==> src/hw/rtl/wdt_pkg.sv <==
`default_nettype none
package wdt_pkg;

	localparam int unsigned LOAD_BUSY_TICKS = 2;

	localparam logic [15:0] UNLOCK_KEY = 16'hE551;

	// control register bits
	localparam int unsigned CTL_INT_EN = 0;
	localparam int unsigned CTL_CNT_EN = 1;
	localparam int unsigned CTL_RST_EN = 3;

	// status register bits
	localparam int unsigned STS_IRQ  = 0;
	localparam int unsigned STS_RST  = 3;
	localparam int unsigned STS_BUSY = 4;

	typedef enum logic [1:0] {
		OP_TICK  = 2'd0,
		OP_WRITE = 2'd1,
		OP_READ  = 2'd2,
		OP_NONE  = 2'd3
	} op_t;

	typedef enum logic [3:0] {
		REG_LOAD_LO   = 4'd0,
		REG_LOAD_HI   = 4'd1,
		REG_CTRL      = 4'd2,
		REG_CLEAR     = 4'd3,
		REG_RAW_STS   = 4'd4,
		REG_MASK_STS  = 4'd5,
		REG_CNT_LO    = 4'd6,
		REG_CNT_HI    = 4'd7,
		REG_LOCK      = 4'd8,
		REG_CNT_LO_RD = 4'd9,
		REG_CNT_HI_RD = 4'd10,
		REG_PRE_LO    = 4'd11,
		REG_PRE_HI    = 4'd12,
		REG_UNUSED13  = 4'd13,
		REG_UNUSED14  = 4'd14,
		REG_UNUSED15  = 4'd15
	} reg_idx_t;

	typedef logic [$clog2(LOAD_BUSY_TICKS + 1) - 1:0] busy_cnt_t;

	typedef struct packed {
		logic [15:0] read_data;
		logic        irq_out;
		logic        reset_pulse;
	} wdt_result_t;

	typedef struct packed {
		logic irq_status;
		logic reset_status;
		logic busy;
		logic cnt_zero;
	} wdt_status_t;

endpackage
`default_nettype wire

==> src/hw/rtl/wdt_core.sv <==
`default_nettype none
module wdt_core (
	input  wire                  clk,
	input  wire                  arst_n,
	input  wire                  en,
	input  wdt_pkg::op_t         op,
	input  wdt_pkg::reg_idx_t    idx,
	input  wire [15:0]           data,
	output wdt_pkg::wdt_result_t res,
	output wdt_pkg::wdt_status_t stat
);
	import wdt_pkg::*;

	logic [31:0] cnt_q, cnt_n, cnt_dec;
	logic [15:0] load_hi_q, load_hi_n;
	logic [15:0] pre_hi_q, pre_hi_n;
	logic [15:0] pre_lo_q, pre_lo_n;
	logic [3:0]  ctl_q, ctl_n;
	logic        irq_q, irq_n;
	logic        rst_q, rst_n;
	logic        unl_q, unl_n;
	busy_cnt_t   busy_q, busy_n;
	logic [15:0] rd;
	logic        pulse;

	assign cnt_dec = cnt_q - 32'd1;

	always_comb begin
		cnt_n     = cnt_q;
		load_hi_n = load_hi_q;
		pre_hi_n  = pre_hi_q;
		pre_lo_n  = pre_lo_q;
		ctl_n     = ctl_q;
		irq_n     = irq_q;
		rst_n     = rst_q;
		unl_n     = unl_q;
		busy_n    = busy_q;
		pulse     = 1'b0;
		rd        = 16'd0;
		case (op)
			OP_TICK: begin
				if (busy_q != '0) begin
					busy_n = busy_q - busy_cnt_t'(1);
				end
				if (ctl_q[CTL_CNT_EN]) begin
					// saturate at zero; latch reset on the one-to-zero step when reset is enabled
					if (cnt_q != 32'd0) begin
						cnt_n = cnt_dec;
						if (cnt_dec == 32'd0 && ctl_q[CTL_RST_EN]) begin
							rst_n = 1'b1;
							pulse = 1'b1;
						end
					end
					if (cnt_n == {pre_hi_q, pre_lo_q} && ctl_q[CTL_INT_EN]) begin
						irq_n = 1'b1;
					end
				end
			end
			OP_WRITE: begin
				if (idx == REG_LOCK) begin
					unl_n = (data == UNLOCK_KEY);
				end else if (unl_q) begin
					case (idx)
						REG_LOAD_LO: begin
							cnt_n  = {load_hi_q, data};
							busy_n = busy_cnt_t'(LOAD_BUSY_TICKS);
						end
						REG_LOAD_HI: load_hi_n = data;
						REG_CTRL:    ctl_n     = data[3:0];
						REG_CLEAR: begin
							if (data[STS_IRQ]) irq_n = 1'b0;
							if (data[STS_RST]) rst_n = 1'b0;
						end
						REG_PRE_LO:  pre_lo_n  = data;
						REG_PRE_HI:  pre_hi_n  = data;
						default: ;
					endcase
				end
			end
			OP_READ: begin
				case (idx)
					REG_LOAD_HI: rd = load_hi_q;
					REG_CTRL:    rd = {12'd0, ctl_q};
					REG_RAW_STS: begin
						rd[STS_IRQ]  = irq_q;
						rd[STS_RST]  = rst_q;
						rd[STS_BUSY] = (busy_q != '0);
					end
					REG_MASK_STS: begin
						rd[STS_IRQ] = irq_q & ctl_q[CTL_INT_EN];
						rd[STS_RST] = rst_q & ctl_q[CTL_RST_EN];
					end
					REG_CNT_LO, REG_CNT_LO_RD: rd = cnt_q[15:0];
					REG_CNT_HI, REG_CNT_HI_RD: rd = cnt_q[31:16];
					REG_LOCK:    rd = {15'd0, unl_q};
					REG_PRE_LO:  rd = pre_lo_q;
					REG_PRE_HI:  rd = pre_hi_q;
					default:     rd = 16'd0;
				endcase
			end
			default: ;
		endcase
	end

	always_ff @(posedge clk or negedge arst_n) begin
		if (!arst_n) begin
			cnt_q     <= '0;
			load_hi_q <= '0;
			pre_hi_q  <= '0;
			pre_lo_q  <= '0;
			ctl_q     <= '0;
			irq_q     <= 1'b0;
			rst_q     <= 1'b0;
			unl_q     <= 1'b0;
			busy_q    <= '0;
		end else if (en) begin
			cnt_q     <= cnt_n;
			load_hi_q <= load_hi_n;
			pre_hi_q  <= pre_hi_n;
			pre_lo_q  <= pre_lo_n;
			ctl_q     <= ctl_n;
			irq_q     <= irq_n;
			rst_q     <= rst_n;
			unl_q     <= unl_n;
			busy_q    <= busy_n;
		end
	end

	assign res.read_data   = rd;
	assign res.irq_out     = irq_n & ctl_n[CTL_INT_EN];
	assign res.reset_pulse = pulse;

	assign stat.irq_status   = irq_q;
	assign stat.reset_status = rst_q;
	assign stat.busy         = (busy_q != '0);
	assign stat.cnt_zero     = (cnt_q == 32'd0);

endmodule
`default_nettype wire

==> src/hw/rtl/watchdog_timer_with_pretimeout.sv <==
// Path: a word accepted into the input register is processed into the result
//   register, which offers it on the output; while the output stalls, each
//   register holds its word.
// Throughput: one word per cycle while the output takes every word; the counter
//   update is a single 32-bit decrement and compare between the two registers.
//   A stalled result holds the input register, which then holds off the input.
// Reset: arst_n clears the counter, the watchdog registers, status and handshake
//   state; the held payload is not reset. The block comes out of reset locked
//   with all enables off.
`default_nettype none
module watchdog_timer_with_pretimeout (
	input  wire        clk,
	input  wire        arst_n,
	input  wire        s_axis_tvalid,
	output logic       s_axis_tready,
	input  wire [23:0] s_axis_tdata,  // [3:0] reg_index, [19:4] write_data, rest zero
	input  wire [1:0]  s_axis_tuser,  // [1:0] operation
	output logic       m_axis_tvalid,
	input  wire        m_axis_tready,
	output logic [23:0] m_axis_tdata  // [15:0] read_data, [16] irq_out, [17] reset_pulse
);
	import wdt_pkg::*;

	// input register
	logic        valid_s1;
	op_t         op_s1;
	reg_idx_t    idx_s1;
	logic [15:0] data_s1;

	// result register
	logic        out_valid_q;
	wdt_result_t res_q;

	wdt_result_t res;
	wdt_status_t stat;
	logic        advance;
	logic        in_acc;

	// Process the held word when the result register is free or being drained.
	assign advance       = valid_s1 && (!out_valid_q || m_axis_tready);
	// Take a new word whenever the input register is empty or empties this cycle.
	assign s_axis_tready = !valid_s1 || advance;
	assign in_acc        = s_axis_tvalid && s_axis_tready;

	always_ff @(posedge clk or negedge arst_n) begin
		if (!arst_n) begin
			valid_s1 <= 1'b0;
		end else if (s_axis_tready) begin
			valid_s1 <= s_axis_tvalid;
		end
	end

	// payload: no reset needed
	always_ff @(posedge clk) begin
		if (in_acc) begin
			op_s1   <= op_t'(s_axis_tuser);
			idx_s1  <= reg_idx_t'(s_axis_tdata[3:0]);
			data_s1 <= s_axis_tdata[19:4];
		end
	end

	// Watchdog state and register file; state commits only on advance.
	wdt_core u_core (
		.clk    (clk),
		.arst_n (arst_n),
		.en     (advance),
		.op     (op_s1),
		.idx    (idx_s1),
		.data   (data_s1),
		.res    (res),
		.stat   (stat)
	);

	always_ff @(posedge clk or negedge arst_n) begin
		if (!arst_n) begin
			out_valid_q <= 1'b0;
		end else if (advance) begin
			out_valid_q <= 1'b1;
		end else if (m_axis_tready) begin
			// drop the word once taken
			out_valid_q <= 1'b0;
		end
	end

	always_ff @(posedge clk) begin
		if (advance) begin
			res_q <= res;
		end
	end

	assign m_axis_tvalid = out_valid_q;
	assign m_axis_tdata  = {6'd0, res_q.reset_pulse, res_q.irq_out, res_q.read_data};

	// A processed word always lands in the result register.
	a_advance_out: assert property (@(posedge clk) disable iff (!arst_n)
		advance |=> out_valid_q)
		else $error("processed word did not reach the result register");

	// A held word that cannot advance stays in the input register.
	a_hold_s1: assert property (@(posedge clk) disable iff (!arst_n)
		valid_s1 && !advance |=> valid_s1)
		else $error("held input word was lost");

	// A reset pulse leaves the reset status latched and the counter at zero.
	a_pulse_state: assert property (@(posedge clk) disable iff (!arst_n)
		advance && res.reset_pulse |=> stat.reset_status && stat.cnt_zero)
		else $error("reset pulse without latched status and zero counter");

	// An interrupt reported in a result is latched in the status.
	a_irq_latched: assert property (@(posedge clk) disable iff (!arst_n)
		advance && res.irq_out |=> stat.irq_status)
		else $error("interrupt reported without latched status");

	// A tick only ever counts load-busy down, never raises it.
	a_busy_tick: assert property (@(posedge clk) disable iff (!arst_n)
		advance && op_s1 == OP_TICK && !stat.busy |=> !stat.busy)
		else $error("tick raised load-busy");

endmodule
`default_nettype wire
==> config.mk <==
export PLATFORM = sky130hd
export DESIGN_NAME = watchdog_timer_with_pretimeout
export DESIGN_NICKNAME = d
export VERILOG_FILES = /design/src/hw/rtl/wdt_pkg.sv /design/src/hw/rtl/wdt_core.sv /design/src/hw/rtl/watchdog_timer_with_pretimeout.sv
export SDC_FILE = /design/constraint.sdc
export NUM_CORES = 1
export LEC_CHECK = 0
export ABC_AREA = 1
export BUFFER_PORTS_ARGS = -buffer_cell sky130_fd_sc_hd__buf_2
export CORE_MARGIN = 2
export CORE_UTILIZATION = 50
export DETAILED_ROUTE_END_ITERATION = 10
export MAX_ROUTING_LAYER = met4
export PLACE_DENSITY_LB_ADDON = 0.08
export SYNTH_ARGS = -nofsm -noshare
export SYNTH_HDL_FRONTEND = slang
export SYNTH_SLANG_ARGS = --single-unit
==> constraint.sdc <==
create_clock -name clk -period 3.71 [get_ports clk]
set_clock_uncertainty 0.05 [all_clocks]
set_input_delay 0.371 -clock clk [delete_from_list [all_inputs] [get_ports clk]]
set_output_delay 0.371 -clock clk [all_outputs]
set_load 0.02 [all_outputs]
; ---- Word level (Yosys, flattened, before mapping)
; Cells that the tools add are included.
[totals]
inputBits = 30
romBits = 0
latchBits = 0
output_inout_bits = 26
memories = 0
register_bits = 131
mem_bits_rw = 0
[classes]
mul = 0
n_eq_ne = 25
bitwise = 4
addsub = 2
n_shift = 0
n_lt_le_gt_ge = 0
div = 0
reduce_logical = 26
mux = 40
[op_table]
columns = op, count
row1 = 32-bit two-way mux, 7
row2 = 32-bit one-hot mux with 2 select lines, 1
row3 = 11-bit one-hot mux with 5 select lines, 1
row4 = 32-bit == test, 1
row5 = 32-bit logical NOT, 1
row6 = 32-bit nonzero test, 1
row7 = "32-bit by 1-bit subtractor with 32-bit output, second input constant", 1
row8 = "4-bit == test, second input constant", 5
row9 = 1-bit two-way mux, 20
row10 = 5-bit AND reduction, 4
row11 = "16-bit == test, second input constant", 1
row12 = "4-bit by 3-bit == test with 1-bit output, second input constant", 4
row13 = 2-bit one-hot mux with 6 select lines, 1
row14 = 6-bit AND reduction, 2
row15 = "2-bit by 1-bit != test with 1-bit output, second input constant", 5
row16 = 1-bit one-hot mux with 9 select lines, 1
row17 = 9-bit AND reduction, 1
row18 = "4-bit by 2-bit == test with 1-bit output, second input constant", 2
row19 = 2-bit two-way mux, 4
row20 = "2-bit != test, second input constant", 4
row21 = 1-bit one-hot mux with 8 select lines, 1
row22 = 1-bit one-hot mux with 6 select lines, 1
row23 = 3-bit AND reduction, 2
row24 = 2-bit nonzero test, 3
row25 = other kinds (14), 23

; ---- Depth between registers and ports, before layout
[logic_depth]
ltp_word = 10
depth_mapped = 21
ltp_nobuf = 21

; ---- Modules after synthesis
; Synthesis repeated with hierarchy kept, for this count alone.
[unflattened]
cells_unflattened = 1006
area_unflattened_um2 = 7568.5
[modules_own_cells]
columns = mod, n_inst, area_each_um2, cells_each
row1 = wdt_core, 1, 6223.5, 947
row2 = watchdog_timer_with_pretimeout, 1, 1345.0, 59

; ---- Worst setup path before layout
; OpenSTA, ideal clock, no wires.
[synth_timing]
path_kind = reg2reg
start = register u_core.cnt_q[1]
end = register res_q (netlist bit m_axis_tdata[16]), data pin
slack_ns = 1.399
stages_incl_launch_ff = 15
synth_period_minus_slack_ns = 2.311
t_arrival_ns = 2.003
path_cell_list = dfrtp_1 -> inv_1 -> ha_1 -> nand2_2 -> nor2_8 -> nand3_1 -> xor2_1 -> nand2_1 -> or2_2 -> nand3_1 -> nor2_1 -> nand3_1 -> nand2_1 -> nand2_1 -> a21oi_1
[synth_lines]
columns = element, line
row1 = from (decl), wdt_core.sv:14  ; logic [31:0] cnt_q, cnt_n, cnt_dec;
row2 = from (signal assigned), wdt_core.sv:117  ; cnt_q <= cnt_n;
row3 = to (signal assigned), watchdog_timer_with_pretimeout.sv:87  ; res_q <= res;
row4 = to (decl), watchdog_timer_with_pretimeout.sv:32  ; wdt_result_t res_q;

==> results.py <==
metrics = {
    "global_routing": {
        "overflow": 0,
        "grt_max_degree": 51,
        "grt_first_pass_wirelength_um": 39300,
        "grt_use_total_pct": 33.5,
        "grt_pass1_vias": 6615,
        "grt_antenna_before_repair": 0,
    },
    "clock_tree": {
        "numCtsBuffers": 17,
        "clk_path_buf_depth": 2,
        "cts_tree": "yes",
        "clock_sinks": 131,
        "clkTransAtPathRegs_ns": 0.06,
        "clock_latency_ns": 0.43,
        "post_cts_buffers": 0,
        "cts_resized": 0,
        "cts_root_buffer": "clkbuf_16",
        "h-tree-depth": 4,
    },
    "logic_synthesis": {
        "synth_flop_cell": "dfrtp_1",
        "async_flop_share_pct": 69.5,
        "synth_edf_count": 40,
        "synth_seq_area_share_pct": 45.0,
        "synth_top_cell_area_share_pct": 29.5,
        "synth_seq_cells": 131,
        "netlist_instances": 1032,
        "ys_warn_count": 0,
        "synthTopCellsByArea": "dfrtp_1 29%, edfxtp_1 16%, nand2_1 13%, o21ai_0 6.4%, inv_1 5.9%",
        "avgSynthCellArea_um2": 7.49,
        "ys_types": 42,
        "syn_area_mm2": 0.00773,
        "synth_largest_area_cell": "dfrtp_1",
    },
    "die": {
        "die_x_um": 128,
        "dieArea_mm2": 0.0165,
        "coreArea_mm2": 0.0151,
        "start_util_pct": 51.0,
        "ios": 56,
        "num_rows": 45,
        "die_y_um": 128,
    },
    "critical_path": {
        "rrSetupSlack_ns": 0.68,
        "startpoint_type": "flip-flop",
        "startpoint": "u_core.cnt_q[5]$_DFFE_PN0P_",
        "crit_type": "reg2reg",
        "regToRegStartpoint": "u_core.cnt_q[5]$_DFFE_PN0P_",
        "critPathMaxFanout": 6,
        "endpoint_kind": "flip-flop",
        "cp.required_ns": 3.92,
        "cp.arrival_ns": 3.24,
    },
    "power": {
        "power.density_mw_per_mm2": 679,
        "peakVddDrop_mv": 0.372,
        "p_total_mw": 5.94,
        "p_leak_nw": 3.91,
    },
    "layout": {
        "drive_above_1_share_pct": 11.6,
        "syn_to_final_growth_pct": 13.2,
        "utilization_pct": 57.8,
        "fillers": 1417,
        "nNetsFinal": 1112,
        "diodes": 0,
    },
    "drt": {
        "drt_first_pass_iters": 6,
        "viasPerCell": 5.77,
        "routed_wl_um": 25700,
        "antenna_left": 0,
        "drc_errors": 0,
        "drt_iter0_drc": 810,
        "avgRoutedWirePerCell_um": 20.1,
        "vias": 7378,
    },
    "timing": {
        "clock.fmax_ghz": 0.330,
        "fin_crit_sh_pct": 81.7,
        "min_period_ns": 3.03,
        "final-setup-viol-count": 0,
        "worst_pin_slew_ns": 0.965,
        "slew_viol_final": 0,
        "final-hold-violation-count": 0,
        "rsz0062_at_grt": "no",
        "maxSlewHeadroom_pct": 35.6,
        "fin_tns_setup_ns": 0,
    },
    "place": {
        "globalplace.congestion": 0.980,
        "portBuffers": 45,
        "dp_hpwl_um": 18800,
    },
    "min_path": {
        "hp-start": "s_axis_tdata[8]",
        "hold_class": "in2reg",
    },
    "job": {
        "cap_violations": 0,
    },
    "status": {
        "status": "completed",
    },
}
[critical path, cell delays in order (launching register included)]
cell and delay, ns:
dfrtp_1 0.47, nor2_1 0.25, nand2_1 0.14, nor2_4 0.26, nand2_2 0.11, nor2_1 0.23, xor2_1 0.39, nand3_1 0.11
nand2_1 0.10, nand3_1 0.07, nor2_1 0.22, nand3_1 0.15, nand2_1 0.09, nand2_1 0.06, a21oi_1 0.17
[synth_stat cells (4+ instances only)]
cell type	instances
o21ai_0	99
and2_1	6
nand4_1	6
a211oi_1	9
a221oi_1	4
nor4_1	16
nand2_1	275
inv_1	121
clkbuf_1	28
dfrtp_1	91
edfxtp_1	40
o211ai_1	16
nand2_2	8
nand3b_1	5
a21oi_1	30
nor2_4	5
nand3_1	68
buf_4	6
nor2_2	11
xor2_1	8
nor3_1	9
nor2_1	100
o22ai_1	39
ha_1	4
[flip-flops by register name, summed over array words and instances, names as in the netlist]
register / cells
m_axis_tvalid: 1
u_core.ctl_q: 4
u_core.pre_hi_q: 16
u_core.pre_lo_q: 16
u_core.rst_q: 1
data_s1: 16
u_core.irq_q: 1
m_axis_tdata: 18
u_core.busy_q: 2
u_core.cnt_q: 32
u_core.load_hi_q: 16
valid_s1: 1
op_s1: 2
idx_s1: 4
u_core.unl_q: 1
[per-stage QoR]
stage | area, um2 | instances | worst slack, ns | hold WS, ns
2_1_floorplan | 7750 | 1037 | 1.40 | 0.0254
3_3_place_gp | 8150 | 1246 | 0.750 | 0.398
3_5_place_dp | 8150 | 1246 | 0.780 | 0.398
4_1_cts | 8750 | 1278 | 0.762 | 0.0595
5_1_grt | 8750 | 1278 | 0.466 | 0.0588
6_report | 8750 | 1278 | 0.679 | 0.0685
[metal layers]
layer | part of all wire [%] | GRT usage, % | routed length, um
met1 | 45 | 47.9 | 11500
met2 | 41 | 44.9 | 10600
met3 | 11 | 11.0 | 2950
met4 | 2.5 | 10.1 | 633
met5 | 0 | - | 0
[area by class of cell]
cell class                 count  area [um2]  share of cell area (%)
clock buffer                  18         429                    4.90
clock inverter                13         161                    1.84
inverter                     125         469                    5.36
multi-input combinational    742        3610                    41.3
sequential                   131        3480                    39.8
tap                          188         235                    2.69
timing repair buffer          61         363                    4.15
[power breakdown]
group	internal, mW	switching [mW]
Sequential	1.76	0.317
Combinational	0.663	1.47
Clock	1.05	0.673
Total	3.48	2.46
[worst paths after layout]
check / endpoint / depth (start not counted)
hold / removal: data_s1[4]$_DFFE_PP_ / 1
setup reg to reg: m_axis_tdata[16]$_DFFE_PP_ / 14
setup / recovery: m_axis_tdata[16]$_DFFE_PP_ / 14
hold reg to reg: u_core.rst_q$_DFFE_PN0P_ / 2
max in group asynchronous: m_axis_tvalid$_DFFE_PN0P_ / 3
min in group asynchronous: u_core.cnt_q[27]$_DFFE_PN0P_ / 2
[cell usage in the layout, fill, tap and decap left out, types with 16 or more instances in the layout]
cell type / Yosys / layout
o21ai_0: 99 / 99
nor4_1: 16 / 16
edfxtp_1: 40 / 40
nand2_1: 275 / 275
nor2_1: 100 / 99
o22ai_1: 39 / 39
nand3_1: 68 / 68
inv_1: 121 / 121
dfrtp_1: 91 / 91
buf_2: 1 / 44
o211ai_1: 16 / 16
clkbuf_16: 0 / 17
a21oi_1: 30 / 30
[timing repair]
action | CTS | global route
setup endpoints to repair | 0 | 0
hold buffers | 1 | 0
endpoints found under the hold margin | 49 | 0
[cell families (layout without fill, tap and decap cells)]
kind of cell / count (synthesis) / in the layout / synth area share, %
fa+ha+maj: 4 / 4 / 0.647
xor+xnor: 11 / 11 / 1.44
simple gates: 513 / 513 / 28.8
flops: 131 / 131 / 45.0
other cells: 1 / 6 / 0.0485
buf+inv: 164 / 217 / 8.61
compound gates: 208 / 208 / 15.5
No activity file was read; power rests on OpenSTA's default activity.
